===== config.mk =====
export PLATFORM = sky130hd
export DESIGN_NAME = unique_values_sorter_core_flat
export DESIGN_NICKNAME = d
export VERILOG_FILES = /design/src/rtl/uvs_pkg.sv /design/src/rtl/uvs_ifs.sv /design/src/rtl/uvs_ram.sv /design/src/rtl/uvs_cmp.sv /design/src/rtl/unique_values_sorter_core.sv /design/src/flat_wrapper.sv
export VERILOG_INCLUDE_DIRS = /design/src /design/src/rtl
export SDC_FILE = /design/constraint.sdc
export NUM_CORES = 2
export LEC_CHECK = 0
export BUFFER_PORTS_ARGS = -buffer_cell sky130_fd_sc_hd__buf_2
export CELL_PAD_IN_SITES_DETAIL_PLACEMENT = 0
export CELL_PAD_IN_SITES_GLOBAL_PLACEMENT = 1
export CORE_ASPECT_RATIO = 0.75
export CORE_UTILIZATION = 40
export DETAILED_ROUTE_END_ITERATION = 8
export GPL_TIMING_DRIVEN = 0
export MAX_ROUTING_LAYER = met4
export PLACE_DENSITY_LB_ADDON = 0.1
export REMOVE_ABC_BUFFERS = 1
export SKIP_CTS_REPAIR_TIMING = 1
export SLEW_MARGIN = 10
export SYNTH_ARGS = -nofsm -noshare
export SYNTH_HDL_FRONTEND = slang
export SYNTH_HIERARCHICAL = 1
export SYNTH_SLANG_ARGS = --single-unit

===== constraint.sdc =====
create_clock -name clk -period 6.3 [get_ports clk]
set_clock_uncertainty 0.2 [all_clocks]
set_input_delay 0.63 -clock clk [delete_from_list [all_inputs] [get_ports clk]]
set_output_delay 0.63 -clock clk [all_outputs]
set_load 0.03 [all_outputs]

===== src/rtl/unique_values_sorter_core_macros.svh =====
// Assertion macros for the unique values sorter.
// Used by modules that run concurrent checks on clk / rst_n.
`ifndef UNIQUE_VALUES_SORTER_CORE_MACROS_SVH
`define UNIQUE_VALUES_SORTER_CORE_MACROS_SVH

// Property checked on every clock edge outside reset.
`define UVS_ASSERT(lbl, prop, msg) \
  lbl: assert property (@(posedge clk) disable iff (!rst_n) prop) else $error(msg);

// Implication: when ante holds, cons holds in the next cycle.
`define UVS_ASSERT_NEXT(lbl, ante, cons, msg) \
  lbl: assert property (@(posedge clk) disable iff (!rst_n) (ante) |=> (cons)) \
    else $error(msg);

`endif


===== src/rtl/uvs_pkg.sv =====
// Shared types and constants for the unique values sorter.
// No dependencies.
`timescale 1ns / 1ps

package uvs_pkg;

  localparam int VAL_W     = 32;
  localparam int DEPTH_DEF = 32;

  // Result of the shared compare unit.
  typedef struct packed {
    logic eq;
    logic lt;
  } cmp_res_t;

endpackage


===== src/rtl/uvs_ifs.sv =====
// Valid/ready channel interfaces for the unique values sorter.
// Depends on uvs_pkg.
`timescale 1ns / 1ps

interface uvs_in_if;
  import uvs_pkg::*;
  logic                    valid;
  logic                    ready;
  logic signed [VAL_W-1:0] value;
  logic                    is_last;

  modport source (output valid, output value, output is_last, input ready);
  modport sink   (input valid, input value, input is_last, output ready);
endinterface

interface uvs_out_if;
  import uvs_pkg::*;
  logic                    valid;
  logic                    ready;
  logic signed [VAL_W-1:0] unique_value;
  logic                    none_found;
  logic                    last_result;
  logic                    overflow;

  modport source (output valid, output unique_value, output none_found,
                  output last_result, output overflow, input ready);
  modport sink   (input valid, input unique_value, input none_found,
                  input last_result, input overflow, output ready);
endinterface


===== src/rtl/uvs_ram.sv =====
// Generic single-write, single-read RAM with registered read data.
// No dependencies.
`timescale 1ns / 1ps

module uvs_ram #(
  parameter int WIDTH = 32,
  parameter int DEPTH = 32
) (
  input  logic                     clk,
  input  logic                     we,
  input  logic [$clog2(DEPTH)-1:0] waddr,
  input  logic [WIDTH-1:0]         wdata,
  input  logic [$clog2(DEPTH)-1:0] raddr,
  output logic [WIDTH-1:0]         rdata
);

  logic [WIDTH-1:0] mem [DEPTH];

  always_ff @(posedge clk) begin
    if (we) begin
      mem[waddr] <= wdata;
    end
    rdata <= mem[raddr];
  end

endmodule


===== src/rtl/uvs_cmp.sv =====
// Shared compare unit: equality and signed less-than of two words.
// Depends on uvs_pkg.
`timescale 1ns / 1ps

module uvs_cmp (
  input  logic signed [uvs_pkg::VAL_W-1:0] a,
  input  logic signed [uvs_pkg::VAL_W-1:0] b,
  output uvs_pkg::cmp_res_t                res
);
  import uvs_pkg::*;

  assign res.eq = (a == b);
  assign res.lt = (a < b);

endmodule


===== src/rtl/unique_values_sorter_core.sv =====
// Top level of the unique values sorter: sequencer, element store, compare unit.
// Depends on uvs_pkg, uvs_ifs, uvs_ram, uvs_cmp and the assertion macro header.
//
//   channel | dir | beat contents
//   in_ch   | in  | value, is_last
//   out_ch  | out | unique_value, none_found, last_result, overflow
//
// While loading in_ch.ready is high; beats beyond the store depth set overflow.
// On the closing beat, the n stored elements are checked for uniqueness (zero
// never counts), then each of u results takes a full scan of the store plus its
// output beat; all work is serialized through one RAM read port. With no unique
// value the single marker beat follows the check. Reset is synchronous, active
// low; the store is not cleared. in_ch.ready is low from the closing beat until
// the final result is taken; a stalled out_ch holds its beat.
`timescale 1ns / 1ps
`include "unique_values_sorter_core_macros.svh"

module unique_values_sorter_core #(
  parameter int DEPTH = uvs_pkg::DEPTH_DEF
) (
  input  logic      clk,
  input  logic      rst_n,
  uvs_in_if.sink    in_ch,
  uvs_out_if.source out_ch
);
  import uvs_pkg::*;

  localparam int AW = $clog2(DEPTH);
  localparam int CW = $clog2(DEPTH + 1);
  localparam logic [CW-1:0] ONE_C  = CW'(1);
  localparam logic [CW-1:0] FULL_C = CW'(DEPTH);

  localparam logic [2:0] S_LOAD  = 3'd0;
  localparam logic [2:0] S_UXRD  = 3'd1;
  localparam logic [2:0] S_UXLAT = 3'd2;
  localparam logic [2:0] S_USCAN = 3'd3;
  localparam logic [2:0] S_SSCAN = 3'd4;
  localparam logic [2:0] S_EMIT  = 3'd5;

  // control state
  logic [2:0]       state_r, state_nxt;
  logic [CW-1:0]    cnt_r, cnt_nxt;
  logic             ovf_r, ovf_nxt;
  logic [CW-1:0]    i_r, i_nxt;
  logic [CW-1:0]    j_r, j_nxt;
  logic             rv_r, rv_nxt;
  logic [AW-1:0]    ridx_r, ridx_nxt;
  logic             dup_r, dup_nxt;
  logic             found_r, found_nxt;
  logic [CW-1:0]    ucnt_r, ucnt_nxt;
  logic [CW-1:0]    emit_cnt_r, emit_cnt_nxt;
  logic [DEPTH-1:0] uniq_r, uniq_nxt;
  logic             none_r, none_nxt;
  logic             last_r, last_nxt;

  // payload
  logic signed [VAL_W-1:0] x_r, x_nxt;
  logic signed [VAL_W-1:0] cand_r, cand_nxt;
  logic [AW-1:0]           cidx_r, cidx_nxt;

  logic                    ram_we;
  logic [AW-1:0]           ram_raddr;
  logic [VAL_W-1:0]        ram_rdata;
  logic signed [VAL_W-1:0] cmp_b;
  cmp_res_t                cmp_res;
  logic                    issue;
  logic                    in_acc;
  logic                    flag;
  logic [CW-1:0]           ucnt_sum;

  uvs_ram #(.WIDTH(VAL_W), .DEPTH(DEPTH)) u_store (
    .clk   (clk),
    .we    (ram_we),
    .waddr (cnt_r[AW-1:0]),
    .wdata (in_ch.value),
    .raddr (ram_raddr),
    .rdata (ram_rdata)
  );

  assign cmp_b = (state_r == S_USCAN) ? x_r : cand_r;

  uvs_cmp u_cmp (
    .a   ($signed(ram_rdata)),
    .b   (cmp_b),
    .res (cmp_res)
  );

  assign issue     = (j_r != cnt_r);
  assign in_acc    = in_ch.valid && in_ch.ready;
  assign ram_raddr = (state_r == S_UXRD) ? i_r[AW-1:0] : j_r[AW-1:0];
  assign flag      = !dup_r && (x_r != '0);
  assign ucnt_sum  = ucnt_r + {{(CW-1){1'b0}}, flag};

  assign in_ch.ready         = (state_r == S_LOAD);
  assign out_ch.valid        = (state_r == S_EMIT);
  assign out_ch.unique_value = cand_r;
  assign out_ch.none_found   = none_r;
  assign out_ch.last_result  = last_r;
  assign out_ch.overflow     = ovf_r;

  always_comb begin
    state_nxt    = state_r;
    cnt_nxt      = cnt_r;
    ovf_nxt      = ovf_r;
    i_nxt        = i_r;
    j_nxt        = j_r;
    rv_nxt       = 1'b0;
    ridx_nxt     = ridx_r;
    dup_nxt      = dup_r;
    found_nxt    = found_r;
    ucnt_nxt     = ucnt_r;
    emit_cnt_nxt = emit_cnt_r;
    uniq_nxt     = uniq_r;
    none_nxt     = none_r;
    last_nxt     = last_r;
    x_nxt        = x_r;
    cand_nxt     = cand_r;
    cidx_nxt     = cidx_r;
    ram_we       = 1'b0;

    case (state_r)
      S_LOAD: begin
        if (in_acc) begin
          if (cnt_r != FULL_C) begin
            ram_we  = 1'b1;
            cnt_nxt = cnt_r + ONE_C;
          end else begin
            ovf_nxt = 1'b1;
          end
          if (in_ch.is_last) begin
            i_nxt     = '0;
            ucnt_nxt  = '0;
            uniq_nxt  = '0;
            state_nxt = S_UXRD;
          end
        end
      end
      S_UXRD: begin
        state_nxt = S_UXLAT;
      end
      S_UXLAT: begin
        x_nxt     = $signed(ram_rdata);
        j_nxt     = '0;
        dup_nxt   = 1'b0;
        state_nxt = S_USCAN;
      end
      S_USCAN: begin
        if (issue) begin
          j_nxt    = j_r + ONE_C;
          rv_nxt   = 1'b1;
          ridx_nxt = j_r[AW-1:0];
        end
        if (rv_r && (ridx_r != i_r[AW-1:0]) && cmp_res.eq) begin
          dup_nxt = 1'b1;
        end
        if (!issue && !rv_r) begin
          uniq_nxt[i_r[AW-1:0]] = flag;
          ucnt_nxt = ucnt_sum;
          i_nxt    = i_r + ONE_C;
          if ((i_r + ONE_C) == cnt_r) begin
            emit_cnt_nxt = '0;
            if (ucnt_sum == '0) begin
              // nothing unique: single marker result
              none_nxt  = 1'b1;
              last_nxt  = 1'b1;
              cand_nxt  = '0;
              state_nxt = S_EMIT;
            end else begin
              j_nxt     = '0;
              found_nxt = 1'b0;
              state_nxt = S_SSCAN;
            end
          end else begin
            state_nxt = S_UXRD;
          end
        end
      end
      S_SSCAN: begin
        // min search over flagged entries; emitted ones get their flag cleared
        if (issue) begin
          j_nxt    = j_r + ONE_C;
          rv_nxt   = 1'b1;
          ridx_nxt = j_r[AW-1:0];
        end
        if (rv_r && uniq_r[ridx_r] && (!found_r || cmp_res.lt)) begin
          cand_nxt  = $signed(ram_rdata);
          cidx_nxt  = ridx_r;
          found_nxt = 1'b1;
        end
        if (!issue && !rv_r) begin
          none_nxt  = 1'b0;
          last_nxt  = ((emit_cnt_r + ONE_C) == ucnt_r);
          state_nxt = S_EMIT;
        end
      end
      S_EMIT: begin
        if (out_ch.ready) begin
          emit_cnt_nxt     = emit_cnt_r + ONE_C;
          uniq_nxt[cidx_r] = 1'b0;
          if (last_r) begin
            cnt_nxt   = '0;
            ovf_nxt   = 1'b0;
            state_nxt = S_LOAD;
          end else begin
            j_nxt     = '0;
            found_nxt = 1'b0;
            state_nxt = S_SSCAN;
          end
        end
      end
      default: begin
        state_nxt = S_LOAD;
      end
    endcase
  end

  always_ff @(posedge clk) begin
    if (!rst_n) begin
      state_r    <= S_LOAD;
      cnt_r      <= '0;
      ovf_r      <= 1'b0;
      i_r        <= '0;
      j_r        <= '0;
      rv_r       <= 1'b0;
      ridx_r     <= '0;
      dup_r      <= 1'b0;
      found_r    <= 1'b0;
      ucnt_r     <= '0;
      emit_cnt_r <= '0;
      uniq_r     <= '0;
      none_r     <= 1'b0;
      last_r     <= 1'b0;
    end else begin
      state_r    <= state_nxt;
      cnt_r      <= cnt_nxt;
      ovf_r      <= ovf_nxt;
      i_r        <= i_nxt;
      j_r        <= j_nxt;
      rv_r       <= rv_nxt;
      ridx_r     <= ridx_nxt;
      dup_r      <= dup_nxt;
      found_r    <= found_nxt;
      ucnt_r     <= ucnt_nxt;
      emit_cnt_r <= emit_cnt_nxt;
      uniq_r     <= uniq_nxt;
      none_r     <= none_nxt;
      last_r     <= last_nxt;
    end
  end

  always_ff @(posedge clk) begin
    x_r    <= x_nxt;
    cand_r <= cand_nxt;
    cidx_r <= cidx_nxt;
  end

  `UVS_ASSERT(a_busy_no_load, out_ch.valid |-> !in_ch.ready, "input taken while emitting")
  `UVS_ASSERT(a_cnt_range, cnt_r <= FULL_C, "element count beyond store depth")
  `UVS_ASSERT(a_none_form,
    (out_ch.valid && out_ch.none_found) |->
      (out_ch.last_result && out_ch.unique_value == '0),
    "malformed none_found beat")
  `UVS_ASSERT(a_emit_count, (state_r == S_EMIT && !none_r) |-> (emit_cnt_r < ucnt_r),
    "more results than unique values")
  `UVS_ASSERT_NEXT(a_reopen, out_ch.valid && out_ch.ready && out_ch.last_result,
    in_ch.ready && cnt_r == '0 && !ovf_r, "set not closed after final beat")

endmodule

===== src/flat_wrapper.sv =====
// flat-port wrapper written by rule: the top's interface ports become plain ports
module unique_values_sorter_core_flat import uvs_pkg::*;
#(
  parameter int DEPTH = uvs_pkg::DEPTH_DEF
)
  (clk, rst_n, in_ch_valid, in_ch_value, in_ch_is_last, in_ch_ready, out_ch_valid, out_ch_unique_value, out_ch_none_found, out_ch_last_result, out_ch_overflow, out_ch_ready);
  uvs_in_if in_ch_i ();
  uvs_out_if out_ch_i ();
  input  logic clk;
  input  logic rst_n;
  input wire logic [$bits(in_ch_i.valid)-1:0] in_ch_valid;
  input wire logic [$bits(in_ch_i.value)-1:0] in_ch_value;
  input wire logic [$bits(in_ch_i.is_last)-1:0] in_ch_is_last;
  output wire logic [$bits(in_ch_i.ready)-1:0] in_ch_ready;
  output wire logic [$bits(out_ch_i.valid)-1:0] out_ch_valid;
  output wire logic [$bits(out_ch_i.unique_value)-1:0] out_ch_unique_value;
  output wire logic [$bits(out_ch_i.none_found)-1:0] out_ch_none_found;
  output wire logic [$bits(out_ch_i.last_result)-1:0] out_ch_last_result;
  output wire logic [$bits(out_ch_i.overflow)-1:0] out_ch_overflow;
  input wire logic [$bits(out_ch_i.ready)-1:0] out_ch_ready;
  assign in_ch_i.valid = in_ch_valid;
  assign in_ch_i.value = in_ch_value;
  assign in_ch_i.is_last = in_ch_is_last;
  assign in_ch_ready = in_ch_i.ready;
  assign out_ch_valid = out_ch_i.valid;
  assign out_ch_unique_value = out_ch_i.unique_value;
  assign out_ch_none_found = out_ch_i.none_found;
  assign out_ch_last_result = out_ch_i.last_result;
  assign out_ch_overflow = out_ch_i.overflow;
  assign out_ch_i.ready = out_ch_ready;
  unique_values_sorter_core #(.DEPTH(DEPTH)) u_core (.clk(clk), .rst_n(rst_n), .in_ch(in_ch_i), .out_ch(out_ch_i));
endmodule

==> impl_metrics.yaml <==
outcome:
  status: "finished clean"
worst_setup_path:
  required_ns: 6.51
  cp_slowest_cell: "dfxtp_2"
  max_stage_delay_ns: 0.70
  worst_ep_arrival_time_ns: 6.01
  reg2reg_from: "u_core/state_r[2]"
  rr_worst_depth: 16
  crit_type: "reg2reg"
  path_delay_family: "compound AO/OA/AOI/OAI gates"
  cp-end-kind: "flip-flop"
  reg2reg_slack_ns: 0.50
  cp_cell_sequence: "buf_12, nand3b_4, nand2_1, nand2_1, inv_1, ha_1, a21oi_1, o21ai_0, a221o_1, o31a_1, o22ai_2, o21ai_0, nor4_1, o31a_1, o21ba_2, buf_16"
  start_kind: "flip-flop"
  crit_buf_inv: 3
  r2r_end: "u_core/out_ch.unique_value[4]"
  critPathMaxFanout: 47
synth:
  synthFlopType: "edfxtp_1"
  syn_area_um2: 49000
  synth-seq-area-share: 0.714
  synth_area_per_cell_um2: 15.3
  post_synth_and_or_nand_nor_area_fraction: 0.0660
  synth_top_cell_by_area: "edfxtp_1"
  yosysTopAreaCellShare: 0.669
  synthAdderAreaFrac: 0.0110
  yosys_register_bits: 1201
  synthCells: 3208
  synth_edf_count: 1093
  synth.area.mux_share: 0.111
  synth_top_family_by_area: "multiplexers"
  synth-compound-area-share: 0.0668
  synth_cell_types: 87
  ys_top_cells_by_area: "edfxtp_1 (67%), mux2i_1 (11%), dfxtp_1 (4.4%)"
  yosys_warnings: 6
  yosysMostFrequentCell: "edfxtp_1"
  synth_xor_area_frac: 0.00740
  synthTopCellsByCount: "edfxtp_1 (1093), mux2i_1 (521), nand2_1 (237)"
  synthArstFlopShare: 0
worst_hold_path:
  min_to: "u_core/out_ch.overflow"
  hold_class: "in2reg"
  worstHoldStart: "in_ch_valid"
  holdPathStages: 3
timing:
  whs_ns: 0.0739
  period_share: 0.920
  max_freq_mhz: 173
  hold_viol: 0
  slew_headroom: 0.232
  setup-violations-final: 0
  drv_slew: 0
  tightest_slew_ns: 1.14
  rsz0062_at_grt: "false"
  period_needed_ns: 5.80
route:
  dr.pass1.iters: 7
  drc_errors: 0
  drt_wl_total_um: 142000
  num_vias: 28500
  avgRoutedWirePerCell_um: 28.1
  viasPerCell: 5.63
  drt_iter0_drc: 2779
  drtAntennaViolNets: 0
finish:
  multi_input_area_um2: 13200
  fill_cells: 10400
  stdcell_count: 5051
  fin_area_um2: 56900
  syn2layout_area_growth_pct: 16.0
  drive_above_1_share: 0.128
  seqCellArea_um2: 35000
  nets: 3405
  fin_util: 0.471
cts:
  numClockSinks: 1201
  cts_htree_levels: 3
  clock_latency_ns: 0.72
  clockRootBuffer: "clkbuf_16"
  cts_tree: "yes"
  clk_pin_slew_ns: 0.06
  cts_buffers: 118
  cts_buffer_depth: 3
placed_design:
  placed_cell_area_um2: 53100
  port_buffers: 73
  gp_congestion: 0.835
  dpl.hpwl_um: 90500
  place_inst: 4829
run:
  maxCapViolCount: 0
global_routing:
  grt_pass1_wl_um: 202000
  antenna_found_initial: 6
  grt.total_usage: 0.236
  grt_pass1_vias: 27900
  grt_overflow: 0
  grt_max_degree: 83
floorplanning:
  placementRows: 110
  core_area_um2: 121000
  dieArea_um2: 124000
  initial_core_util: 0.406
  die_h_um: 305
  die_w_um: 406
  num_io_pins: 74
power:
  power.density_nw_per_um2: 304
  ir_drop_mv: 0.217
  total_leakage_power_nw: 17.9
[layer usage]
metal	GRT usage	vias to the layer above	wire [um]
met5	-	-	0
met4	0.0448	0	2460
met3	0.0335	176	7660
met2	0.358	812	65400
met1	0.339	14800	66700
li1	-	12700	-
[logic make-up (layout without fill, tap and decap cells)]
family / after synthesis / in the layout
buffers and inverters: 227 / 444
AO/OA/AOI/OAI: 491 / 491
XOR/XNOR: 38 / 38
flip-flops: 1201 / 1201
multiplexers: 535 / 535
adder cells (fa/ha/maj): 43 / 43
AND/OR/NAND/NOR: 673 / 673
other: 0 / 2
[worst max-delay path by stage]
| stage | from | to | cells past startpoint |
|---|---|---|---|
| 6_report | u_core/state_r[2] | u_core/out_ch.unique_value[4] | 16 |
| 5_1_grt | u_core/state_r[2] | u_core/out_ch.unique_value[4] | 16 |
| 4_1_cts | u_core/state_r[2] | u_core/out_ch.unique_value[20] | 16 |
| 3_5_place_dp | u_core/state_r[2] | u_core/out_ch.unique_value[18] | 16 |
| 3_3_place_gp | u_core/state_r[2] | u_core/u_store/rdata[10] | 6 |
| 2_1_floorplan | u_core/state_r[2] | u_core/u_store/rdata[0] | 6 |
[where the power goes]
group | internal [mW] | switching (mW) | total (mW)
Combinational | 0.544 | 0.870 | 1.41
Clock | 3.89 | 3.00 | 6.89
Sequential | 8.87 | 0.123 | 9.00
Total | 13.3 | 3.99 | 17.3
[area by class of cell]
type,count,share of cell area
sequential,1201,0.615
multi-input combinational,1780,0.232
clock buffer,163,0.0571
timing repair buffer,179,0.0474
tap,1624,0.0357
clock inverter,57,0.00931
inverter,45,0.00297
antenna,2,0.0000880
[worst register-to-register path, cell delays in order, from the launching register on]
cell	delay, ns
dfxtp_2	0.70
buf_12	0.27
nand3b_4	0.66
nand2_1	0.18
nand2_1	0.09
inv_1	0.04
ha_1	0.28
a21oi_1	0.15
o21ai_0	0.13
a221o_1	0.40
o31a_1	0.40
o22ai_2	0.22
o21ai_0	0.12
nor4_1	0.30
o31a_1	0.43
o21ba_2	0.65
buf_16	0.25
[cells in the final DEF (no fill, tap or decap), types with 19 or more instances in the layout]
cell       count
ha_1          43
buf_12        64
xnor2_1       19
a21oi_1      156
and3_1        38
buf_2         73
buf_16        35
a22o_1        64
dfxtp_1      107
nor2_4        34
a31oi_1       42
inv_1         43
nand2_1      236
nor2_1       102
o21ai_1       33
o31ai_1       29
clkbuf_16    120
nor3_1        47
mux2i_1      521
a22oi_1       96
clkbuf_1      35
nand3_1      114
edfxtp_1    1093
o21ai_0       25
clkinv_1      20
[stage by stage]
step	TNS (ns)	total power, mW	setup slack, ns
after floorplan	-170.29	10.4	-5.32
after global placement	-1525.73	11.0	-10.69
after detailed placement	0	10.6	0.606
after CTS	0	17.5	0.549
after global routing	0	17.9	0.153
final	0	17.3	0.504
[sequential cells by signal (all words and copies together) (netlist names), 3 cells and up]
signal	count
u_core/u_store/rdata	32
u_core/cnt_r	6
u_core/out_ch.unique_value	32
u_core/ridx_r	5
u_core/state_r	3
u_core/ucnt_r	6
u_core/x_r	32
u_core/uniq_r	32
u_core/cidx_r	5
u_core/i_r	6
u_core/emit_cnt_r	6
u_core/u_store/mem	1024
u_core/j_r	6
(Power assumes the default switching activity.)
